**config.mk**
```make
export PLATFORM = sky130hd
export DESIGN_NAME = dsp_ctrl
export DESIGN_NICKNAME = d
export VERILOG_FILES = /design/src/hw/rtl/dsp_pkg.sv /design/src/hw/rtl/dsp_ctrl.sv
export SDC_FILE = /design/constraint.sdc
export NUM_CORES = 1
export LEC_CHECK = 0
export ABC_CLOCK_PERIOD_IN_PS = 1000
export BUFFER_PORTS_ARGS = -buffer_cell sky130_fd_sc_hd__buf_2
export CAP_MARGIN = 20
export CORE_AREA = 2 2 39 41
export DETAILED_ROUTE_END_ITERATION = 10
export DIE_AREA = 0 0 41 43
export HOLD_SLACK_MARGIN = 0.15
export PLACE_DENSITY = 0.58
export SLEW_MARGIN = 40
export SYNTH_ARGS = -nofsm -noshare
export SYNTH_HDL_FRONTEND = slang
export SYNTH_SLANG_ARGS = --single-unit
```
**constraint.sdc**
```tcl
create_clock -name clock -period 1 [get_ports clock]
set_clock_uncertainty 0.05 [all_clocks]
set_input_delay 0.15 -clock clock [delete_from_list [all_inputs] [get_ports clock]]
set_output_delay 0.15 -clock clock [all_outputs]
set_load 0.005 [all_outputs]
```
**src/hw/rtl/dsp_pkg.sv**
```systemverilog
// Shared types, constants and codes of the shortest path search block.
package dsp_pkg;

   // Default matrix size, handed to the top level parameter.
   localparam int MAX_VERTICES_DEF = 16;

   // Vertex fields are 4 bits wide, so at most this many vertices take part in a search.
   localparam int FIELD_SPAN = 16;
   localparam int VIDX_W     = 4;
   localparam int CNT_W      = 5;
   localparam int DIST_W     = 16;
   localparam int CSR_IDX_W  = 1;
   localparam int CSR_DATA_W = 16;

   localparam logic [DIST_W-1:0] LIMIT_RESET = 16'd1000;
   localparam logic [CNT_W-1:0]  COUNT_RESET = 5'd16;
   localparam logic [CNT_W-1:0]  COUNT_MIN   = 5'd2;

   // Register indexes of the configuration port.
   localparam logic [CSR_IDX_W-1:0] REG_LIMIT = 1'b0;
   localparam logic [CSR_IDX_W-1:0] REG_COUNT = 1'b1;

   typedef enum logic {
      OP_WRITE = 1'b0,
      OP_RUN   = 1'b1
   } opcode_type;

   typedef struct packed {
      opcode_type              opcode;
      logic [VIDX_W-1:0]       row;
      logic [VIDX_W-1:0]       col;
      logic [DIST_W-1:0]       weight;
      logic [VIDX_W-1:0]       start_vertex;
   } req_word_type;

   typedef struct packed {
      logic [VIDX_W-1:0]       vertex;
      logic                    reachable;
      logic [DIST_W-1:0]       distance;
      logic [VIDX_W-1:0]       predecessor;
      logic                    last;
   } rsp_word_type;

   // Commands from the controller to the datapath.
   typedef struct packed {
      logic clear_en;
      logic edge_wr;
      logic load_run;
      logic scan_en;
      logic next_pass;
      logic emit_init;
      logic emit_en;
   } ctl_cmd_type;

   // Status from the datapath to the controller.
   typedef struct packed {
      logic clear_done;
      logic start_ok;
      logic scan_done;
      logic found;
      logic emit_done;
      logic out_free;
   } ctl_status_type;

endpackage

```
**src/hw/rtl/dsp_ctrl.sv**
```systemverilog
// Controller state machine of the shortest path search block.
module dsp_ctrl (
   input  logic                     clock,
   input  logic                     reset,
   input  logic                     req_valid,
   input  dsp_pkg::opcode_type      req_opcode,
   output logic                     req_ready,
   input  dsp_pkg::ctl_status_type  status,
   output dsp_pkg::ctl_cmd_type     cmd
);
   import dsp_pkg::*;

   typedef enum logic [3:0] {
      ST_CLEAR = 4'b0001,
      ST_IDLE  = 4'b0010,
      ST_SCAN  = 4'b0100,
      ST_EMIT  = 4'b1000
   } state_type;

   state_type state_ff;
   state_type state_in;

   always_comb begin
      cmd       = '0;
      state_in  = state_ff;
      req_ready = (state_ff == ST_IDLE);
      case (state_ff)
         ST_CLEAR: begin
            cmd.clear_en = 1'b1;
            if (status.clear_done) begin
               state_in = ST_IDLE;
            end
         end
         ST_IDLE: begin
            if (req_valid) begin
               if (req_opcode == OP_WRITE) begin
                  cmd.edge_wr = 1'b1;
               end else if (status.start_ok) begin
                  cmd.load_run = 1'b1;
                  state_in     = ST_SCAN;
               end
            end
         end
         ST_SCAN: begin
            if (status.scan_done) begin
               if (status.found) begin
                  cmd.next_pass = 1'b1;
               end else begin
                  cmd.emit_init = 1'b1;
                  state_in      = ST_EMIT;
               end
            end else begin
               cmd.scan_en = 1'b1;
            end
         end
         ST_EMIT: begin
            if (status.out_free) begin
               cmd.emit_en = 1'b1;
               if (status.emit_done) begin
                  state_in = ST_IDLE;
               end
            end
         end
         default: begin
            state_in = ST_IDLE;
         end
      endcase
   end

   always_ff @(posedge clock) begin
      if (reset) begin
         state_ff <= ST_CLEAR;
      end else begin
         state_ff <= state_in;
      end
   end

endmodule

```
### After elaboration in Yosys (flattened, before gate mapping)

Index checks and enable logic that the tools add are counted.

* input bits: 10
* output and inout port bits: 8
* logic and storage cells: 36
* flip-flop bits (word level): 4

* muxes and demuxes: 22
* reduce and logical (&&, ||, !) cells: 1
* equality and inequality tests: 12

Operators with widths (number)
* $mux 4: 8
* $pmux 4 s4: 1
* $ne 2x2->1 const B: 7
* $mux 1: 9
* $reduce_and 8->1: 1
* $mux 2: 3
* $eq 4x1->1 const B: 1
* $eq 4x2->1 const B: 1
* $eq 4x3->1 const B: 1
* $eq 4x4->1 const B: 1
* $mux 3: 1
* $ne 2x1->1 const B: 1

### Logic depth before layout (Yosys ltp)

Gate-level depths: netlist (run 1).

* depth in word-level cells: 4
* depth in mapped cells: 3
* depth with buffers taken out: 3

### Worst setup path after synthesis (run 1)

No wires, ideal clock.

* path type: reg2out
* start point: register state_ff[1]
* end point: output port cmd[4] (netlist bit)
* path buffers: 0
* data required time: 0.800 ns
* slack: -0.163 ns
* arrival time: 0.963 ns
* stages on the path, launching flop included: 4
* path through: dfxtp_1 -> nor4b_4 -> nand4_2 -> inv_1

RTL lines
* from (decl): line dsp_ctrl.sv:20 `state_type state_ff;`
* from (signal assigned): line dsp_ctrl.sv:74 `state_ff <= state_in;`
* to (decl): line dsp_ctrl.sv:9 `output dsp_pkg::ctl_cmd_type cmd`

==> run metrics, run 1 <==
setup TNS -4.08 ns; H-tree depth 1; WP data required 0.80 ns; Area Overhead vs Synth 97.8%; setup ws final -0.451 ns; antenna-violating nets left 0; vias per inst 4.26; Core Rows 14; CTS tree built; Die Wd around 40 um; clk sinks 4; Top reg by flops state_ff; failing checks negative setup slack; Switching Share roughly a quarter; status finished with violations; Mapped Area roughly 290 um2; Max Buffers Root-to-Sink 2; Ports 18; Antenna Cells 0; total track usage between 10% and 20%; Synth Area in Compound Gates 15.7%; RSZ-0062 raised after global routing yes; VDD IR-drop max approximately 0.55 mV; global route overflow 0; fin. max-slew vios 0; HP Class input port to register; Starting Density 20.8%; Post-Layout Cell Count 81; DR vias 345; first-pass GRT wire length around 1.4 mm; Internal between 0.0004 and 0.0005 W; biggest regs state_ff: 4 flops; commonest cells after routing, fill and taps aside 16 x buf_2, 10 x buf_4; crit path max fanout 4; max reg flops 4; Die ar. 1760 um2; Slew @ Worst Pin roughly 0.30 ns; Leak Pwr between 0.2 and 0.3 nW; largest net degree at the start of global routing 6; worst slack at placement -0.212 ns; PortBufs 17; commonest non-fill, non-tap cell in the layout buf_2; Seq/Total Area, Yosys 27.8%; Combinational Power Share between 20% and 30%; Overall Power 0.000555 W; Post-Synth Adder-Cell Area 0%; Clock Tree Root clkbuf_4; vias in the first global route roughly 360; Max-slew headroom 80.0%; share of synthesized area spent on multiplexers 0%; Routed WL 747 um; largest family of logic cells by synthesized area simple AND/OR/NAND/NOR gates; synthesized area per cell between 9 and 10 um2; endpoint class of the critical path output pin; Tmin final 1.45 ns; share of cells above drive strength 1 64.6%; Startpoint Class register; GPL Wtd Cong 0.651; CTS Buf Count 3; Reg clk slew, reported paths about 0.040 ns; Core ar. 1380 um2; DRT iter0 DRCs 2; DIE HEIGHT about 43 um; #FFs+latches synth 4; Post-Synth XOR/XNOR Area roughly 3.0%; YS warnings 0; synthesized-area fraction occupied by and/or/nand/nor cells 49.6%; Pwr per Cell Area 975 nW/um2; max cap viols 0; Worst-Skew Late Latency ~0.24 ns; max frequency roughly 690 MHz; initial antenna violation count 0; critical path class register to output pin; Tcrit/Tclk final 145%; Syn Nets 41; Synth Instances 31; routed len/inst 9.22 um; DP HPWL 581 um; Distinct cells, synth 19; switching power 0.000144 W; Sequential Power Share around 34%; number of cells after detailed placement 70; critical path arrival 1.25 ns; Finish-stage setup viols 12; final hold vios 0; part of the power in the clock network 40.0%; nets@finish 76; First-pass DRT Iterations 3; DRC Markers 0
[power groups by stage]
stage          Combinational (W)  Clock [W]  Sequential (W)
2_1_floorplan          0.0000522          0        0.000194
3_3_place_gp            0.000111          0        0.000191
3_5_place_dp            0.000111          0        0.000192
4_1_cts                 0.000145   0.000235        0.000187
5_1_grt                 0.000160   0.000233        0.000189
6_report                0.000146   0.000222        0.000187
[cell families (layout without fill, tap and decap cells)]
family	after synthesis	in the layout
buffers and inverters	3	37
DFF	4	4
and+or+nand+nor	17	17
xor gates and xnor gates	1	1
AOI/OAI and AO/OA	6	6
[Yosys cell counts, drive strengths merged]
cell type / instances / share of area, %
a21o: 1 / 2.6
a21oi: 1 / 3.0
a22o: 1 / 3.0
a31oi: 1 / 2.2
a32oi: 1 / 3.0
and2: 1 / 2.2
and3: 1 / 2.2
and3b: 1 / 3.0
dfxtp: 4 / 28
inv: 3 / 3.9
nand2: 3 / 3.9
nand2b: 1 / 2.2
nand3b: 1 / 2.6
nand4: 1 / 4.3
nor2: 4 / 5.2
nor4b: 4 / 24
o21ai: 1 / 1.7
xor2: 1 / 3.0
[critical path, cell delays in order (launching register included)]
cell,delay (ns)
dfxtp_4,0.36
nor4b_4,0.34
nand4_2,0.15
inv_1,0.07
buf_2,0.10
[path summary, 6_finish.rpt]
| kind | end | slack [ns] | start | depth (start not counted) |
|---|---|---|---|---|
| worst max-delay path | cmd[4] | -0.45 | state_ff[3]$_SDFFE_PP0P_ | 4 |
| worst min-delay path | state_ff[1]$_SDFFE_PP0P_ | 0.19 | status[4] | 4 |
| worst max register to register | state_ff[2]$_SDFFE_PP0P_ | -0.31 | state_ff[3]$_SDFFE_PP0P_ | 5 |
| worst min register to register | state_ff[2]$_SDFFE_PP0P_ | 0.67 | state_ff[3]$_SDFFE_PP0P_ | 4 |
[metal layers]
metal	share of wire (%)	global-route usage (%)
met1	40	13.2
met2	50	18.8
met3	6.3	1.57
met4	2.8	10.0
met5	0	0
[per-stage QoR]
| stage | area [um2] | hold slack, ns | utilization, % |
|---|---|---|---|
| 2_1_floorplan | 313 | 0.153 | - |
| 3_3_place_gp | 463 | 0.303 | 33.5 |
| 3_5_place_dp | 463 | 0.302 | 33.5 |
| 4_1_cts | 569 | 0.180 | 41.1 |
| 5_1_grt | 569 | 0.207 | 41.1 |
| 6_report | 569 | 0.188 | 41.1 |
[layout make-up]
type | instances | area, um2
Inverter | 3 | 11.3
Timing Repair Buffer | 30 | 198
Multi-Input combinational cell | 24 | 221
Tap cell | 16 | 20.0
Sequential cell | 4 | 92.6
Fill cell | 137 | 815
Clock buffer | 4 | 26.3
[repair_timing]
action | in CTS | in global routing
hold buffers | 2 | 0
pin swaps | 5 | 2
setup buffers | 5 | 0
gates resized for setup | 6 | 0
hold endpoints to repair | 3 | 0
endpoints found under the setup margin | 12 | 12
No activity file was read; power rests on OpenSTA's default activity.
==> run 2, diff against run 1 <==
--- a/config.mk
+++ b/config.mk
@@ -11,8 +11,9 @@
 export CORE_AREA = 2 2 39 41
 export DETAILED_ROUTE_END_ITERATION = 10
 export DIE_AREA = 0 0 41 43
-export HOLD_SLACK_MARGIN = 0.15
-export PLACE_DENSITY = 0.58
+export HOLD_SLACK_MARGIN = 0.08
+export PLACE_DENSITY = 0.6
+export SKIP_LAST_GASP = 1
 export SLEW_MARGIN = 40
 export SYNTH_ARGS = -nofsm -noshare
 export SYNTH_HDL_FRONTEND = slang
==> run metrics, run 2 (synthesis results as in run 1) <==
worst-path cell chain buf_4, nor4b_4, and2_1, buf_2; Hold Path Origin reset; Tcrit/Tclk final 146%; Die ar. 1760 um2; max cap viols 0; vias in the first global route approximately 320; Finish-stage setup viols 12; nets@finish 77; commonest cells after routing, fill and taps aside 16 x buf_2, 9 x buf_4, 5 x buf_6; CTS tree built; DRT iter0 DRCs 2; Starting Density 20.8%; GPL Wtd Cong 0.697; Leak Pwr between 0.3 and 0.4 nW; Die Wd between 40 and 50 um; VDD IR-drop max 0.571 mV; Startpoint Class register; first-pass GRT wire length 1.15 mm; Clock Tree Root clkbuf_4; DIE HEIGHT 43 um; RSZ-0062 raised after global routing yes; initial antenna violation count 0; fillers 142; critical path arrival around 1.3 ns; Core ar. 1380 um2; largest net degree at the start of global routing 6; max frequency 684 MHz; total track usage 10.0%; DP HPWL 568 um; Worst-Skew Late Latency 0.24 ns; Tmin final 1.46 ns; CTS Buf Count 3; vias per inst around 4.4; commonest non-fill, non-tap cell in the layout buf_2; Max Buffers Root-to-Sink 2; critical path class register to output pin; crit path max fanout 4; Pwr per Cell Area 935 nW/um2; Slew @ Worst Pin 0.292 ns; clk sinks 4; routed len/inst 9.40 um; fin. max-slew vios 0; worst r2r src state_ff[2]$_SDFFE_PP0P_; setup TNS -4.05 ns; Max-slew headroom roughly four fifths; status finished with violations; Area Overhead vs Synth 108%; worst slack at placement -0.224 ns; critical path's slowest cell dfxtp_4; biggest regs state_ff: 4 flops; share of cells above drive strength 1 68.2%; Core Rows 14; HP Class input port to register; final hold vios 0; WP data required 0.80 ns; DR vias approximately 360; setup ws final -0.462 ns; Top reg by flops state_ff; PortBufs 17; DRC Markers 0; crit path launch state_ff[2]$_SDFFE_PP0P_; First-pass DRT Iterations 2; Ports 18; max reg flops 4; Routed WL 771 um; failing checks negative setup slack; Reg clk slew, reported paths about 0.040 ns; R2R Setup Slk -0.35 ns; Antenna Cells 0; Worst path max stage delay 0.35 ns; endpoint class of the critical path output pin; antenna-violating nets left 0; global route overflow 0; H-tree depth 1
run 2: per-stage QoR:
step | hold WS [ns] | cell area, um2 | util [%] | instances | total power (W)
after floorplan | 0.153 | 313 | - | 31 | 0.000246
after CTS | 0.0904 | 536 | 38.7 | 78 | 0.000545
final | 0.0969 | 599 | 43.3 | 82 | 0.000560
after global placement | 0.306 | 463 | 33.5 | 70 | 0.000302
after global routing | 0.115 | 599 | 43.3 | 82 | 0.000590
after detailed placement | 0.304 | 463 | 33.5 | 70 | 0.000302
run 2: layer usage:
layer	part of all wire, %	global-route usage, %
met1	38	10.3
met2	52	15.6
met3	6.6	1.57
met4	3.5	10.0
met5	0	0
run 2: area by class of cell:
type | instances | area, um2 | share of cell area (%)
Inverter | 3 | 11.3 | 1.88
Timing Repair Buffer | 31 | 214 | 35.7
Clock buffer | 4 | 26.3 | 4.38
Sequential cell | 4 | 95.1 | 15.9
Multi-Input combinational cell | 24 | 233 | 38.8
Tap cell | 16 | 20.0 | 3.34
run 2: path summary, 6_finish.rpt:
path | to | depth (start not counted)
worst min-delay path | state_ff[0]$_SDFFE_PP1P_ | 2
worst max-delay path | cmd[0] | 4
worst max register to register | state_ff[2]$_SDFFE_PP0P_ | 5
worst min register to register | state_ff[1]$_SDFFE_PP0P_ | 3
run 2: power by group:
| part | total (W) | leakage (nW) | internal [W] | switching, W |
|---|---|---|---|---|
| combinational | 0.000154 | 0.253 | 0.0000981 | 0.0000556 |
| sequential | 0.000188 | 0.0353 | 0.000167 | 0.0000211 |
| clock | 0.000219 | 0.0150 | 0.000150 | 0.0000687 |
run 2: critical path, delay by kind of cell (launching register included):
kind | cells | cell delay [ns]
buffers and inverters | 2 | 0.24
flip-flops | 1 | 0.35
AND/OR/NAND/NOR | 2 | 0.43
run 2: what timing repair did:
| action | in CTS | in global routing |
|---|---|---|
| pin swaps | 3 | 9 |
| hold buffers | 1 | 0 |
| buffers inserted | 3 | 4 |
| resized for setup | 5 | 7 |
| setup endpoints to repair | 12 | 12 |
| hold endpoints to repair | 2 | 0 |
